File: src/rtl/ppli_pkg.sv
// Shared types and constants for the ping-pong linear interpolator.
`timescale 1ns / 1ps

package ppli_pkg;

    // Field widths.
    localparam int CoordW   = 16;
    localparam int SpanW    = 24;
    localparam int ElapsedW = 25;
    localparam int DeltaW   = 16;
    localparam int CmdW     = 3;
    localparam int FracW    = 17;
    localparam int CfgIdxW  = 3;
    localparam int CfgDataW = 24;
    localparam int ProdW    = 35;
    localparam int DivSteps = 16;
    localparam int DivCntW  = 4;

    // Reset values of the configuration registers.
    localparam logic [SpanW-1:0] SpanReset = 24'd1000;

    // Command codes.
    localparam logic [CmdW-1:0] CMD_TICK  = 3'd0;
    localparam logic [CmdW-1:0] CMD_START = 3'd1;
    localparam logic [CmdW-1:0] CMD_PAUSE = 3'd2;
    localparam logic [CmdW-1:0] CMD_RESET = 3'd3;
    localparam logic [CmdW-1:0] CMD_STOP  = 3'd4;

    // Configuration register indexes.
    localparam logic [CfgIdxW-1:0] REG_START_X = 3'd0;
    localparam logic [CfgIdxW-1:0] REG_START_Y = 3'd1;
    localparam logic [CfgIdxW-1:0] REG_END_X   = 3'd2;
    localparam logic [CfgIdxW-1:0] REG_END_Y   = 3'd3;
    localparam logic [CfgIdxW-1:0] REG_SPAN    = 3'd4;
    localparam logic [CfgIdxW-1:0] REG_TWO_WAY = 3'd5;
    localparam logic [CfgIdxW-1:0] REG_REPEAT  = 3'd6;
    localparam logic [CfgIdxW-1:0] REG_FINISH  = 3'd7;

    // Controller states.
    typedef enum logic [3:0] {
        ST_IDLE,
        ST_DECODE,
        ST_LIMIT,
        ST_FRAC,
        ST_DIV,
        ST_MUL_X,
        ST_MUL_Y,
        ST_RND_Y,
        ST_EMIT
    } state_t;

    // Commands from the controller to the datapath; at most one is high.
    typedef struct packed {
        logic load_in;
        logic exec;
        logic limit;
        logic frac;
        logic div_step;
        logic mul_x;
        logic mul_y;
        logic rnd_y;
        logic emit;
    } ctl_t;

    // Status from the datapath to the controller.
    typedef struct packed {
        logic tick_run;
        logic at_span;
        logic wrap_ok;
        logic div_last;
        logic out_free;
    } stat_t;

endpackage

File: src/rtl/ppli_ctrl.sv
// Controller state machine that sequences one command through the datapath.
`timescale 1ns / 1ps

module ppli_ctrl (
    input  logic           clk,
    input  logic           rst_n,
    input  logic           in_valid,
    output logic           in_stall,
    input  ppli_pkg::stat_t stat,
    output ppli_pkg::ctl_t  ctl
);

    ppli_pkg::state_t state_reg;
    ppli_pkg::state_t state_next;

    // State register.
    always_ff @(posedge clk or negedge rst_n)
    begin
        if (!rst_n)
        begin
            state_reg <= ppli_pkg::ST_IDLE;
        end
        else
        begin
            state_reg <= state_next;
        end
    end

    // Next state.
    always_comb
    begin
        state_next = state_reg;
        unique case (state_reg)
            ppli_pkg::ST_IDLE:
            begin
                if (in_valid)
                begin
                    state_next = ppli_pkg::ST_DECODE;
                end
            end
            ppli_pkg::ST_DECODE:
            begin
                state_next = stat.tick_run ? ppli_pkg::ST_LIMIT : ppli_pkg::ST_EMIT;
            end
            ppli_pkg::ST_LIMIT:
            begin
                // The tween ends when the span is reached and no wrap is allowed.
                state_next = (stat.at_span && !stat.wrap_ok) ? ppli_pkg::ST_EMIT
                                                             : ppli_pkg::ST_FRAC;
            end
            ppli_pkg::ST_FRAC:
            begin
                state_next = stat.at_span ? ppli_pkg::ST_MUL_X : ppli_pkg::ST_DIV;
            end
            ppli_pkg::ST_DIV:
            begin
                if (stat.div_last)
                begin
                    state_next = ppli_pkg::ST_MUL_X;
                end
            end
            ppli_pkg::ST_MUL_X:
            begin
                state_next = ppli_pkg::ST_MUL_Y;
            end
            ppli_pkg::ST_MUL_Y:
            begin
                state_next = ppli_pkg::ST_RND_Y;
            end
            ppli_pkg::ST_RND_Y:
            begin
                state_next = ppli_pkg::ST_EMIT;
            end
            ppli_pkg::ST_EMIT:
            begin
                if (stat.out_free)
                begin
                    state_next = ppli_pkg::ST_IDLE;
                end
            end
            default:
            begin
                state_next = ppli_pkg::ST_IDLE;
            end
        endcase
    end

    // Outputs.
    always_comb
    begin
        ctl      = '0;
        in_stall = 1'b1;
        unique case (state_reg)
            ppli_pkg::ST_IDLE:
            begin
                in_stall    = 1'b0;
                ctl.load_in = in_valid;
            end
            ppli_pkg::ST_DECODE: ctl.exec     = 1'b1;
            ppli_pkg::ST_LIMIT:  ctl.limit    = 1'b1;
            ppli_pkg::ST_FRAC:   ctl.frac     = 1'b1;
            ppli_pkg::ST_DIV:    ctl.div_step = 1'b1;
            ppli_pkg::ST_MUL_X:  ctl.mul_x    = 1'b1;
            ppli_pkg::ST_MUL_Y:  ctl.mul_y    = 1'b1;
            ppli_pkg::ST_RND_Y:  ctl.rnd_y    = 1'b1;
            ppli_pkg::ST_EMIT:   ctl.emit     = stat.out_free;
            default:
            begin
                ctl = '0;
            end
        endcase
    end

endmodule

File: src/rtl/ppli_dp.sv
// Datapath: configuration, tween state, serial divider, multiplier and output register.
`timescale 1ns / 1ps

module ppli_dp (
    input  logic                               clk,
    input  logic                               rst_n,
    input  logic                               cfg_valid,
    input  logic [ppli_pkg::CfgIdxW-1:0]       cfg_index,
    input  logic [ppli_pkg::CfgDataW-1:0]      cfg_data,
    input  logic [ppli_pkg::CmdW-1:0]          cmd,
    input  logic [ppli_pkg::DeltaW-1:0]        delta_time,
    input  ppli_pkg::ctl_t                     ctl,
    output ppli_pkg::stat_t                    stat,
    output logic                               out_valid,
    input  logic                               out_stall,
    output logic signed [ppli_pkg::CoordW-1:0] pos_x,
    output logic signed [ppli_pkg::CoordW-1:0] pos_y,
    output logic                               pos_valid,
    output logic                               is_running,
    output logic                               done_res
);

    localparam int CW = ppli_pkg::CoordW;
    localparam int SW = ppli_pkg::SpanW;
    localparam int EW = ppli_pkg::ElapsedW;
    localparam logic signed [ppli_pkg::ProdW-1:0] ProdSigned32768 = 35'sd32768;

    // Configuration registers.
    logic [CW-1:0] start_x_reg, start_y_reg, end_x_reg, end_y_reg;
    logic [SW-1:0] span_reg;
    logic          two_way_reg, repeat_reg, finish_reg;

    // Tween state.
    logic [EW-1:0] elapsed_reg, elapsed_next;
    logic          back_reg, back_next;
    logic          active_reg, active_next;
    logic          finished_reg, finished_next;

    // Working registers for one command.
    logic [ppli_pkg::CmdW-1:0]    cmd_reg;
    logic [ppli_pkg::DeltaW-1:0]  delta_reg;
    logic [SW-1:0]                rem_reg, rem_next;
    logic [ppli_pkg::FracW-1:0]   u_reg, u_next;
    logic [ppli_pkg::DivCntW-1:0] cnt_reg, cnt_next;
    logic signed [ppli_pkg::ProdW-1:0] prod_reg, prod_next;
    logic [CW-1:0]                res_x_reg, res_x_next, res_y_reg, res_y_next;
    logic                         res_valid_reg, res_valid_next;

    // Output register.
    logic          out_valid_reg;
    logic [CW-1:0] pos_x_reg, pos_y_reg;
    logic          pos_valid_reg, running_reg, done_reg;

    // Combinational helpers.
    logic [SW-1:0]     span_eff;
    logic [EW:0]       sum_full;
    logic [EW-1:0]     sum_sat;
    logic [SW:0]       rem_shift;
    logic              div_bit;
    logic [CW-1:0]     from_x, from_y, to_x, to_y;
    logic signed [CW:0] d_x, d_y, d_sel;
    logic signed [ppli_pkg::FracW:0] u_s;
    logic signed [ppli_pkg::ProdW-1:0] mul_full, rnd_sum;
    logic [CW-1:0]     step;

    // Configuration writes.
    always_ff @(posedge clk or negedge rst_n)
    begin
        if (!rst_n)
        begin
            start_x_reg <= '0;
            start_y_reg <= '0;
            end_x_reg   <= '0;
            end_y_reg   <= '0;
            span_reg    <= ppli_pkg::SpanReset;
            two_way_reg <= 1'b0;
            repeat_reg  <= 1'b0;
            finish_reg  <= 1'b1;
        end
        else if (cfg_valid)
        begin
            unique case (cfg_index)
                ppli_pkg::REG_START_X: start_x_reg <= cfg_data[CW-1:0];
                ppli_pkg::REG_START_Y: start_y_reg <= cfg_data[CW-1:0];
                ppli_pkg::REG_END_X:   end_x_reg   <= cfg_data[CW-1:0];
                ppli_pkg::REG_END_Y:   end_y_reg   <= cfg_data[CW-1:0];
                ppli_pkg::REG_SPAN:    span_reg    <= cfg_data[SW-1:0];
                ppli_pkg::REG_TWO_WAY: two_way_reg <= cfg_data[0];
                ppli_pkg::REG_REPEAT:  repeat_reg  <= cfg_data[0];
                ppli_pkg::REG_FINISH:  finish_reg  <= cfg_data[0];
                default:
                begin
                end
            endcase
        end
    end

    // A span of zero behaves as one.
    assign span_eff = (span_reg == '0) ? SW'(1) : span_reg;

    // Saturating elapsed-time add.
    assign sum_full = {1'b0, elapsed_reg} + (EW+1)'(delta_reg);
    assign sum_sat  = sum_full[EW] ? '1 : sum_full[EW-1:0];

    // One restoring division step: elapsed * 2^16 / span, one quotient bit a cycle.
    assign rem_shift = {rem_reg, 1'b0};
    assign div_bit   = (rem_shift >= {1'b0, span_eff});

    // Endpoints of the current pass.
    assign from_x = back_reg ? end_x_reg : start_x_reg;
    assign from_y = back_reg ? end_y_reg : start_y_reg;
    assign to_x   = back_reg ? start_x_reg : end_x_reg;
    assign to_y   = back_reg ? start_y_reg : end_y_reg;
    assign d_x    = $signed({to_x[CW-1], to_x}) - $signed({from_x[CW-1], from_x});
    assign d_y    = $signed({to_y[CW-1], to_y}) - $signed({from_y[CW-1], from_y});

    // Shared multiplier: difference times fraction.
    assign d_sel    = ctl.mul_x ? d_x : d_y;
    assign u_s      = $signed({1'b0, u_reg});
    assign mul_full = ppli_pkg::ProdW'(d_sel) * ppli_pkg::ProdW'(u_s);

    // Round half up and drop the 16 fraction bits.
    assign rnd_sum = prod_reg + ProdSigned32768;
    assign step    = rnd_sum[CW+15:16];

    // Status to the controller.
    assign stat.tick_run = (cmd_reg == ppli_pkg::CMD_TICK) && active_reg;
    assign stat.at_span  = (elapsed_reg >= {1'b0, span_eff});
    assign stat.wrap_ok  = repeat_reg || (!back_reg && two_way_reg);
    assign stat.div_last = (cnt_reg == ppli_pkg::DivCntW'(ppli_pkg::DivSteps - 1));
    assign stat.out_free = !out_valid_reg || !out_stall;

    // Next values of the tween state and the working registers.
    always_comb
    begin
        elapsed_next   = elapsed_reg;
        back_next      = back_reg;
        active_next    = active_reg;
        finished_next  = finished_reg;
        rem_next       = rem_reg;
        u_next         = u_reg;
        cnt_next       = cnt_reg;
        prod_next      = prod_reg;
        res_x_next     = res_x_reg;
        res_y_next     = res_y_reg;
        res_valid_next = res_valid_reg;

        priority if (ctl.exec)
        begin
            res_x_next     = '0;
            res_y_next     = '0;
            res_valid_next = 1'b0;
            unique case (cmd_reg)
                ppli_pkg::CMD_TICK:
                begin
                    if (active_reg)
                    begin
                        elapsed_next = sum_sat;
                    end
                end
                ppli_pkg::CMD_START: active_next = 1'b1;
                ppli_pkg::CMD_PAUSE: active_next = 1'b0;
                ppli_pkg::CMD_RESET:
                begin
                    elapsed_next = '0;
                    back_next    = 1'b0;
                end
                ppli_pkg::CMD_STOP:
                begin
                    active_next    = 1'b0;
                    elapsed_next   = '0;
                    back_next      = 1'b0;
                    res_x_next     = start_x_reg;
                    res_y_next     = start_y_reg;
                    res_valid_next = 1'b1;
                end
                default:
                begin
                end
            endcase
        end
        else if (ctl.limit)
        begin
            if (stat.at_span)
            begin
                if (stat.wrap_ok)
                begin
                    // Wrap once, flipping direction in ping-pong mode.
                    elapsed_next = elapsed_reg - {1'b0, span_eff};
                    if (two_way_reg)
                    begin
                        back_next = !back_reg;
                    end
                end
                else
                begin
                    // End of the tween: emit the endpoint of this pass and pause.
                    active_next    = 1'b0;
                    finished_next  = finished_reg || finish_reg;
                    res_x_next     = to_x;
                    res_y_next     = to_y;
                    res_valid_next = 1'b1;
                end
            end
        end
        else if (ctl.frac)
        begin
            cnt_next = '0;
            rem_next = elapsed_reg[SW-1:0];
            // A fraction of one when still past the span after the wrap.
            u_next   = stat.at_span ? {1'b1, {(ppli_pkg::FracW-1){1'b0}}} : '0;
        end
        else if (ctl.div_step)
        begin
            rem_next = div_bit ? SW'(rem_shift - {1'b0, span_eff}) : rem_shift[SW-1:0];
            u_next   = {1'b0, u_reg[ppli_pkg::FracW-3:0], div_bit};
            cnt_next = cnt_reg + 1'b1;
        end
        else if (ctl.mul_x)
        begin
            prod_next = mul_full;
        end
        else if (ctl.mul_y)
        begin
            res_x_next = from_x + step;
            prod_next  = mul_full;
        end
        else if (ctl.rnd_y)
        begin
            res_y_next     = from_y + step;
            res_valid_next = 1'b1;
        end
        else
        begin
        end
    end

    // Tween state registers.
    always_ff @(posedge clk or negedge rst_n)
    begin
        if (!rst_n)
        begin
            elapsed_reg  <= '0;
            back_reg     <= 1'b0;
            active_reg   <= 1'b0;
            finished_reg <= 1'b0;
        end
        else
        begin
            elapsed_reg  <= elapsed_next;
            back_reg     <= back_next;
            active_reg   <= active_next;
            finished_reg <= finished_next;
        end
    end

    // Working registers; payload only, no reset needed.
    always_ff @(posedge clk)
    begin
        if (ctl.load_in)
        begin
            cmd_reg   <= cmd;
            delta_reg <= delta_time;
        end
        rem_reg       <= rem_next;
        u_reg         <= u_next;
        cnt_reg       <= cnt_next;
        prod_reg      <= prod_next;
        res_x_reg     <= res_x_next;
        res_y_reg     <= res_y_next;
        res_valid_reg <= res_valid_next;
    end

    // Output valid flag.
    always_ff @(posedge clk or negedge rst_n)
    begin
        if (!rst_n)
        begin
            out_valid_reg <= 1'b0;
        end
        else if (ctl.emit)
        begin
            out_valid_reg <= 1'b1;
        end
        else if (!out_stall)
        begin
            out_valid_reg <= 1'b0;
        end
    end

    // Output payload, loaded when the result transfer slot is free.
    always_ff @(posedge clk)
    begin
        if (ctl.emit)
        begin
            pos_x_reg     <= res_x_reg;
            pos_y_reg     <= res_y_reg;
            pos_valid_reg <= res_valid_reg;
            running_reg   <= active_reg;
            done_reg      <= finished_reg;
        end
    end

    assign out_valid  = out_valid_reg;
    assign pos_x      = pos_x_reg;
    assign pos_y      = pos_y_reg;
    assign pos_valid  = pos_valid_reg;
    assign is_running = running_reg;
    assign done_res   = done_reg;

endmodule

File: src/rtl/ping_pong_linear_interpolator.sv
// The command is decoded after its input transfer; a running tick checks the span limit,
// sets up the fraction, runs the 16-step serial divider (not when still at the span after
// the wrap), multiplies X and Y, rounds Y and loads the result. An ending tick loads
// after the limit check, other commands after decode; the load waits for a free output
// register, which keeps it while the next command is taken in the cycle after the load.
// Reset (rst_n, asynchronous, active low) restores register defaults and pauses the tween.
`timescale 1ns / 1ps

module ping_pong_linear_interpolator (
    input  logic                               clk,
    input  logic                               rst_n,
    input  logic                               cfg_valid,
    output logic                               cfg_ready,
    input  logic [ppli_pkg::CfgIdxW-1:0]       cfg_index,
    input  logic [ppli_pkg::CfgDataW-1:0]      cfg_data,
    input  logic                               in_valid,
    output logic                               in_stall,
    input  logic [ppli_pkg::CmdW-1:0]          cmd,
    input  logic [ppli_pkg::DeltaW-1:0]        delta_time,
    output logic                               out_valid,
    input  logic                               out_stall,
    output logic signed [ppli_pkg::CoordW-1:0] pos_x,
    output logic signed [ppli_pkg::CoordW-1:0] pos_y,
    output logic                               pos_valid,
    output logic                               is_running,
    output logic                               done_res
);

    ppli_pkg::ctl_t  ctl;
    ppli_pkg::stat_t stat;

    // Register writes are always taken.
    assign cfg_ready = 1'b1;

    // Sequencer.
    ppli_ctrl u_ctrl (
        .clk      (clk),
        .rst_n    (rst_n),
        .in_valid (in_valid),
        .in_stall (in_stall),
        .stat     (stat),
        .ctl      (ctl)
    );

    // Arithmetic and state.
    ppli_dp u_dp (
        .clk        (clk),
        .rst_n      (rst_n),
        .cfg_valid  (cfg_valid && cfg_ready),
        .cfg_index  (cfg_index),
        .cfg_data   (cfg_data),
        .cmd        (cmd),
        .delta_time (delta_time),
        .ctl        (ctl),
        .stat       (stat),
        .out_valid  (out_valid),
        .out_stall  (out_stall),
        .pos_x      (pos_x),
        .pos_y      (pos_y),
        .pos_valid  (pos_valid),
        .is_running (is_running),
        .done_res   (done_res)
    );

    // The block is busy in the cycle after an input transfer.
    assert property (@(posedge clk) disable iff (!rst_n)
        (in_valid && !in_stall) |=> in_stall)
        else $error("input taken while a command was in progress");

    // The controller issues at most one datapath command per cycle.
    assert property (@(posedge clk) disable iff (!rst_n)
        $onehot0(ctl))
        else $error("more than one datapath command at once");

    // A result without a position carries zero coordinates.
    assert property (@(posedge clk) disable iff (!rst_n)
        (out_valid && !pos_valid) |-> (pos_x == '0 && pos_y == '0))
        else $error("nonzero position on a result without a position");

    // The done flag never falls once delivered.
    assert property (@(posedge clk) disable iff (!rst_n)
        ($past(out_valid && !out_stall && done_res) && out_valid) |-> done_res)
        else $error("done flag cleared");

endmodule

File: config.mk
export PLATFORM = sky130hd
export DESIGN_NAME = ping_pong_linear_interpolator
export DESIGN_NICKNAME = d
export VERILOG_FILES = /design/src/rtl/ppli_pkg.sv /design/src/rtl/ppli_ctrl.sv /design/src/rtl/ppli_dp.sv /design/src/rtl/ping_pong_linear_interpolator.sv
export SDC_FILE = /design/constraint.sdc
export NUM_CORES = 1
export LEC_CHECK = 0
export BUFFER_PORTS_ARGS = -buffer_cell sky130_fd_sc_hd__clkbuf_2
export CAP_MARGIN = 20
export CORE_ASPECT_RATIO = 2
export CORE_MARGIN = 2
export CORE_UTILIZATION = 55
export DETAILED_ROUTE_END_ITERATION = 7
export PLACE_DENSITY_LB_ADDON = 0.08
export SKIP_CTS_REPAIR_TIMING = 1
export SLEW_MARGIN = 25
export SYNTH_ARGS = -nofsm -noshare
export SYNTH_HDL_FRONTEND = slang
export SYNTH_SLANG_ARGS = --single-unit
File: constraint.sdc
create_clock -name clk -period 10.42 [get_ports clk]
set_input_delay 1.563 -clock clk [delete_from_list [all_inputs] [get_ports clk]]
set_output_delay 1.563 -clock clk [all_outputs]
set_load 0.02 [all_outputs]
# Word level (Yosys, flattened, before mapping)
# Cells that the tools add are included.
# op_classes
add_sub_neg,9
multipliers,1
div,0
n_lt_le_gt_ge,2
eq_ne,35
shifts,0
mux,81
bitwise,5
reduce_logical,41
# ops
cell,n
two-way mux 16 bit,23
two-way mux 25 bit,6
two-way mux 24 bit,4
two-way mux 17 bit,4
two-way mux 32 bit,2
greater-or-equal comparator 25 x 24 -> 1 bit,2
one-hot mux 25 bit (2 select lines),1
one-hot mux 4 bit (9 select lines),1
subtractor 16 x 16 -> 17 bit,2
two-way mux 1 bit,33
adder 16 bit,2
"adder 32 x 17 -> 32 bit, second input constant",1
multiplier 17 x 18 -> 32 bit,1
adder 25 x 16 -> 26 bit,1
subtractor 25 x 24 -> 25 bit,1
logical NOT 24 bit,1
two-way mux 4 bit,6
subtractor 24 bit,1
"equality test 4 x 3 -> 1 bit, second input constant",4
AND reduction 2 bit,8
"equality test 3 bit, second input constant",5
AND reduction 5 bit,3
"equality test 3 x 2 -> 1 bit, second input constant",4
"!= test 3 x 1 -> 1 bit, second input constant",4
other kinds (23),54
# word_totals
ff_bits,288
latchBits,0
ramBits,0
mem_bits_ro,0
inputBits,51
output_inout_bits,38
wordCells,202
mem_count,0

# Longest topological paths before layout
# logic_depth
ltp_word,9
mapped_depth,39

# Modules after synthesis
# Synthesis repeated with hierarchy kept, for this count alone.
# hier_totals
cells_unflattened,2758
area_unflattened_um2,26913.3
# modules_own_cells
mod,instances,cells_per_inst,area_each_um2
ppli_dp,1,2716,26583.0
ppli_ctrl,1,40,319.1
ping_pong_linear_interpolator,1,2,11.3

# Worst setup path after synthesis
# Ideal clock, no wire load.
# synth_path
path_kind,register -> register
from,register u_dp.back_reg
to,register u_dp.prod_reg[30] in the netlist's numbering (data pin)
setup_ns,0.258
arrival_time_ns,9.587
required_time_ns,10.162
path_slack_ns,0.575
stages_incl_launch_ff,35
path_cell_list,dfrtp_1 clkbuf_1 clkbuf_1 clkbuf_1 mux2_2 ha_1 fa_1 nor2b_1 o31a_1 o211ai_1 a31o_2 o21ai_0 nor4b_1 o31ai_1 clkbuf_1 nor2_1 fa_1 fa_1 fa_1 fa_1 fa_1 inv_1 fa_1 inv_1 ha_1 a2111oi_0 o21ai_0 o21a_1 a2111o_1 a31oi_2 a211oi_1 and4_4 or3_4 a21oi_2 xnor2_1
# synth_between
elab_chain_len,6
# synth_rtl
element,line_no,source
"start, declared",ppli_dp.sv:35,"logic back_reg, back_next;"
"start signal, assigned",ppli_dp.sv:251,back_reg <= back_next;
"two-way mux 16 bit, on equally long branches",-,
"subtractor 16 x 16 -> 17 bit, on equally long branches","ppli_dp.sv:115, ppli_dp.sv:114",
two-way mux 17 bit (*),ppli_dp.sv:118,assign d_sel = ctl.mul_x ? d_x : d_y;
multiplier 17 x 18 -> 32 bit (*),ppli_dp.sv:120,assign mul_full = ppli_pkg::ProdW'(d_sel) * ppli_pkg::ProdW'(u_s);
net u_dp.mul_full (one bit),ppli_dp.sv:63,"logic signed [ppli_pkg::ProdW-1:0] mul_full, rnd_sum;"
two-way mux 32 bit,ppli_dp.sv:223,else if (ctl.mul_y)
two-way mux 32 bit (*),ppli_dp.sv:219,else if (ctl.mul_x)
"end signal, assigned",ppli_dp.sv:268,prod_reg <= prod_next;
"end, declared",ppli_dp.sv:45,"logic signed [ppli_pkg::ProdW-1:0] prod_reg, prod_next;"
# Mark *: on every way through the listed nets, which the timed path passes. The rest lies on a longest branch. The select of a mux whose other input is x is not followed.
# A chain may end at the register's enable or synchronous reset.

# Worst setup path after layout
# Ends and elaborated chain as after synthesis.

==> impl_metrics.env <==
export IMPL_cts_buffers=28
export IMPL_design_core_area_sq_um=48400
export IMPL_wl_per_cell_um=23.1
export IMPL_unrepaired_setup_endpoints_after_global_routing="no"
export IMPL_fp_row_count=114
export IMPL_arrival_ns=10.32
export IMPL_grtUsageTotal=0.329
export IMPL_worstPathRequired_ns=10.75
export IMPL_syn_mean_instance_area_sq_um=9.54
export IMPL_initial_utilization=0.558
export IMPL_layout_nets=3410
export IMPL_drive_gt1_frac=0.115
export IMPL_number_of_endpoints_with_negative_hold_slack_in_the_final_report=0
export IMPL_final_period_minus_worst_setup_slack_ns=9.99
export IMPL_crit_slowest_cell="dfrtp_4"
export IMPL_routabilityCongestion=0.962
export IMPL_worst_path_max_fanout=22
export IMPL_ys_warn_count=0
export IMPL_maxClockFrequency_mhz=100
export IMPL_synth_area_leaders="fa_1, edfxtp_1, dfrtp_1"
export IMPL_grt_antenna_before_repair=1
export IMPL_clock_sink_count=273
export IMPL_crit_type="flop to flop"
export IMPL_synth_enable_flop_cells=149
export IMPL_ys_ff_latch=273
export IMPL_timing_final_max_slew_violations=0
export IMPL_hpwl_mm=66.7
export IMPL_cts_root_buf="clkbuf_16"
export IMPL_die_height_um=317
export IMPL_largest_register_ffs=25
export IMPL_synth_seq_area_share=0.281
export IMPL_tns_setup_ns=0
export IMPL_outcome="finished clean"
export IMPL_drt_initial_drc_count=1127
export IMPL_grt_pass1_vias=22700
export IMPL_ctsLongestPathBuffers=3
export IMPL_final_min_period_over_clock_period=0.959
export IMPL_tritoncts="built"
export IMPL_final_setup_skew_ns=0.0268
export IMPL_area_of_the_mapped_netlist_sq_um=27000
export IMPL_maxCapViolations=0
export IMPL_global_route_wire_length_before_repair_mm=127
export IMPL_yosysUniqueCellTypes=83
export IMPL_drc_errors=0
export IMPL_post_synth_top_area_cell="fa_1"
export IMPL_timing_critical_path_slowest_cell_delay_ns=0.63
export IMPL_total_die_area_sq_um=50900
export IMPL_asyncSetResetFlopFracSynth=0.454
export IMPL_htree_num_levels=1
export IMPL_vias=21100
export IMPL_cts_clk_slew_worst_paths_ns=0.07
export IMPL_worstSetupEndpointType="flop"
export IMPL_drt_antenna_violating_nets=0
export IMPL_insertion_delay_ns=0.58
export IMPL_synth_flop_cell="edfxtp_1"
export IMPL_finalWirelength_mm=82.3
export IMPL_worstSetupStartpointType="flop"
export IMPL_route_detailed_vias_per_inst=5.92
export IMPL_postSynthNetCount=3341
export IMPL_numPortBuffers=87
export IMPL_most_common_layout_cells="inv_1, nand2_1, ha_1, fa_1, edfxtp_1"
export IMPL_area_growth_pct=8.43
export IMPL_netlist_instances=2827
export IMPL_final_common_cell="inv_1"
export IMPL_num_io_pins=89
export IMPL_grt_max_degree=77
export IMPL_worst_slew_margin_rel=0.310
export IMPL_synth_top_area_frac=0.171
export IMPL_die_width_um=161
export IMPL_final_setup_viol_count=0
export IMPL_drt_pass1_iter_count=8
export IMPL_timing_hold_worst_class="flop to flop"
export IMPL_worst_slew_pin_tran_ns=1.02
export IMPL_grt_ovfl_total=0
export IMPL_worst_path_most_repeated_cell="fa_1"
[cell type report]
cell class	count	area, sq um
timing repair buffer	133	802
fill	4214	19100
clock inverter	13	101
tap	638	798
antenna	2	5.00
clock buffer	39	815
multi-input combinational	2083	17700
sequential	273	7590
inverter	377	1420
[synthesized netlist by cell type (all sizes together), types with 4 or more instances]
library cell and count:
dfrtp 117, ha 233, a221o 8, o21a 24, xnor2 72, o31ai 14, nor2 126, a21o 46
o22ai 8, or3 16, nor4 9, nor3 45, inv 377, nand2 304, clkbuf 89, nor2b 14
a31oi 14, o21ai 143, nand3b 5, nand3 41, o211ai 18, dfstp 7, edfxtp 149, a2111oi 4
a21oi 144, and4 4, a211oi 17, fa 230, nand4b 4, a22oi 8, and2 141, a31o 5
or2 16, nand2b 33, o21bai 21, and3 25, a211o 4, xor2 48, buf 5, mux2 101
mux2i 59, a21boi 10, nor3b 4, nand4 16
[cell families after synthesis]
kind of cell               synth area share
adders and majority gates             0.279
muxes                                0.0641
AOI/OAI and AO/OA                     0.123
DFF                                   0.281
and+or+nand+nor                       0.147
xor gates and xnor gates             0.0398
other                              0.000139
buffers and inverters                0.0659
[per-stage QoR]
step	std cells	utilization	area [sq um]	setup WS [ns]	hold slack (ns)
CTS	3556	0.604	29200	0.222	0.420
floorplan	2827	-	27000	0.575	0.400
global placement	3503	0.585	28300	0.243	0.404
global route	3556	0.605	29200	0.0566	0.426
finish	3558	0.605	29200	0.426	0.420
detailed placement	3504	0.585	28300	0.297	0.405
[path summary, 6_finish.rpt]
check,from,endpoint,slack [ns],depth (start not counted)
max in group asynchronous,rst_n,u_dp.end_x_reg[15],8.21,2
setup reg to reg,u_dp.back_reg,u_dp.prod_reg[30],0.43,33
hold / removal,u_dp.res_y_reg[1],u_dp.pos_y[1],0.42,0
hold reg to reg,u_dp.res_y_reg[1],u_dp.pos_y[1],0.42,0
setup / recovery,u_dp.back_reg,u_dp.prod_reg[30],0.43,33
min in group asynchronous,rst_n,u_dp.out_valid,1.01,1
[worst max-delay path, delay by kind of cell, from the launching register on]
| family | cells | cell delay [ns] |
|---|---|---|
| flops | 1 | 0.63 |
| xor+xnor | 2 | 0.21 |
| buf+inv | 4 | 0.46 |
| simple gates | 6 | 1.26 |
| fa+ha+maj | 8 | 3.59 |
| compound gates | 12 | 3.20 |
| mux | 1 | 0.39 |
[layer usage]
| metal | up-vias | track usage | wire (um) |
|---|---|---|---|
| met5 | - | 0 | 0 |
| met4 | 0 | 0.243 | 7240 |
| met3 | 283 | 0.0347 | 2750 |
| met2 | 557 | 0.653 | 45800 |
| met1 | 10500 | 0.306 | 26500 |
| li1 | 9688 | - | - |
Power is not shown: default switching activity piles up to over one toggle a cycle in this logic, so the estimate is an artifact.
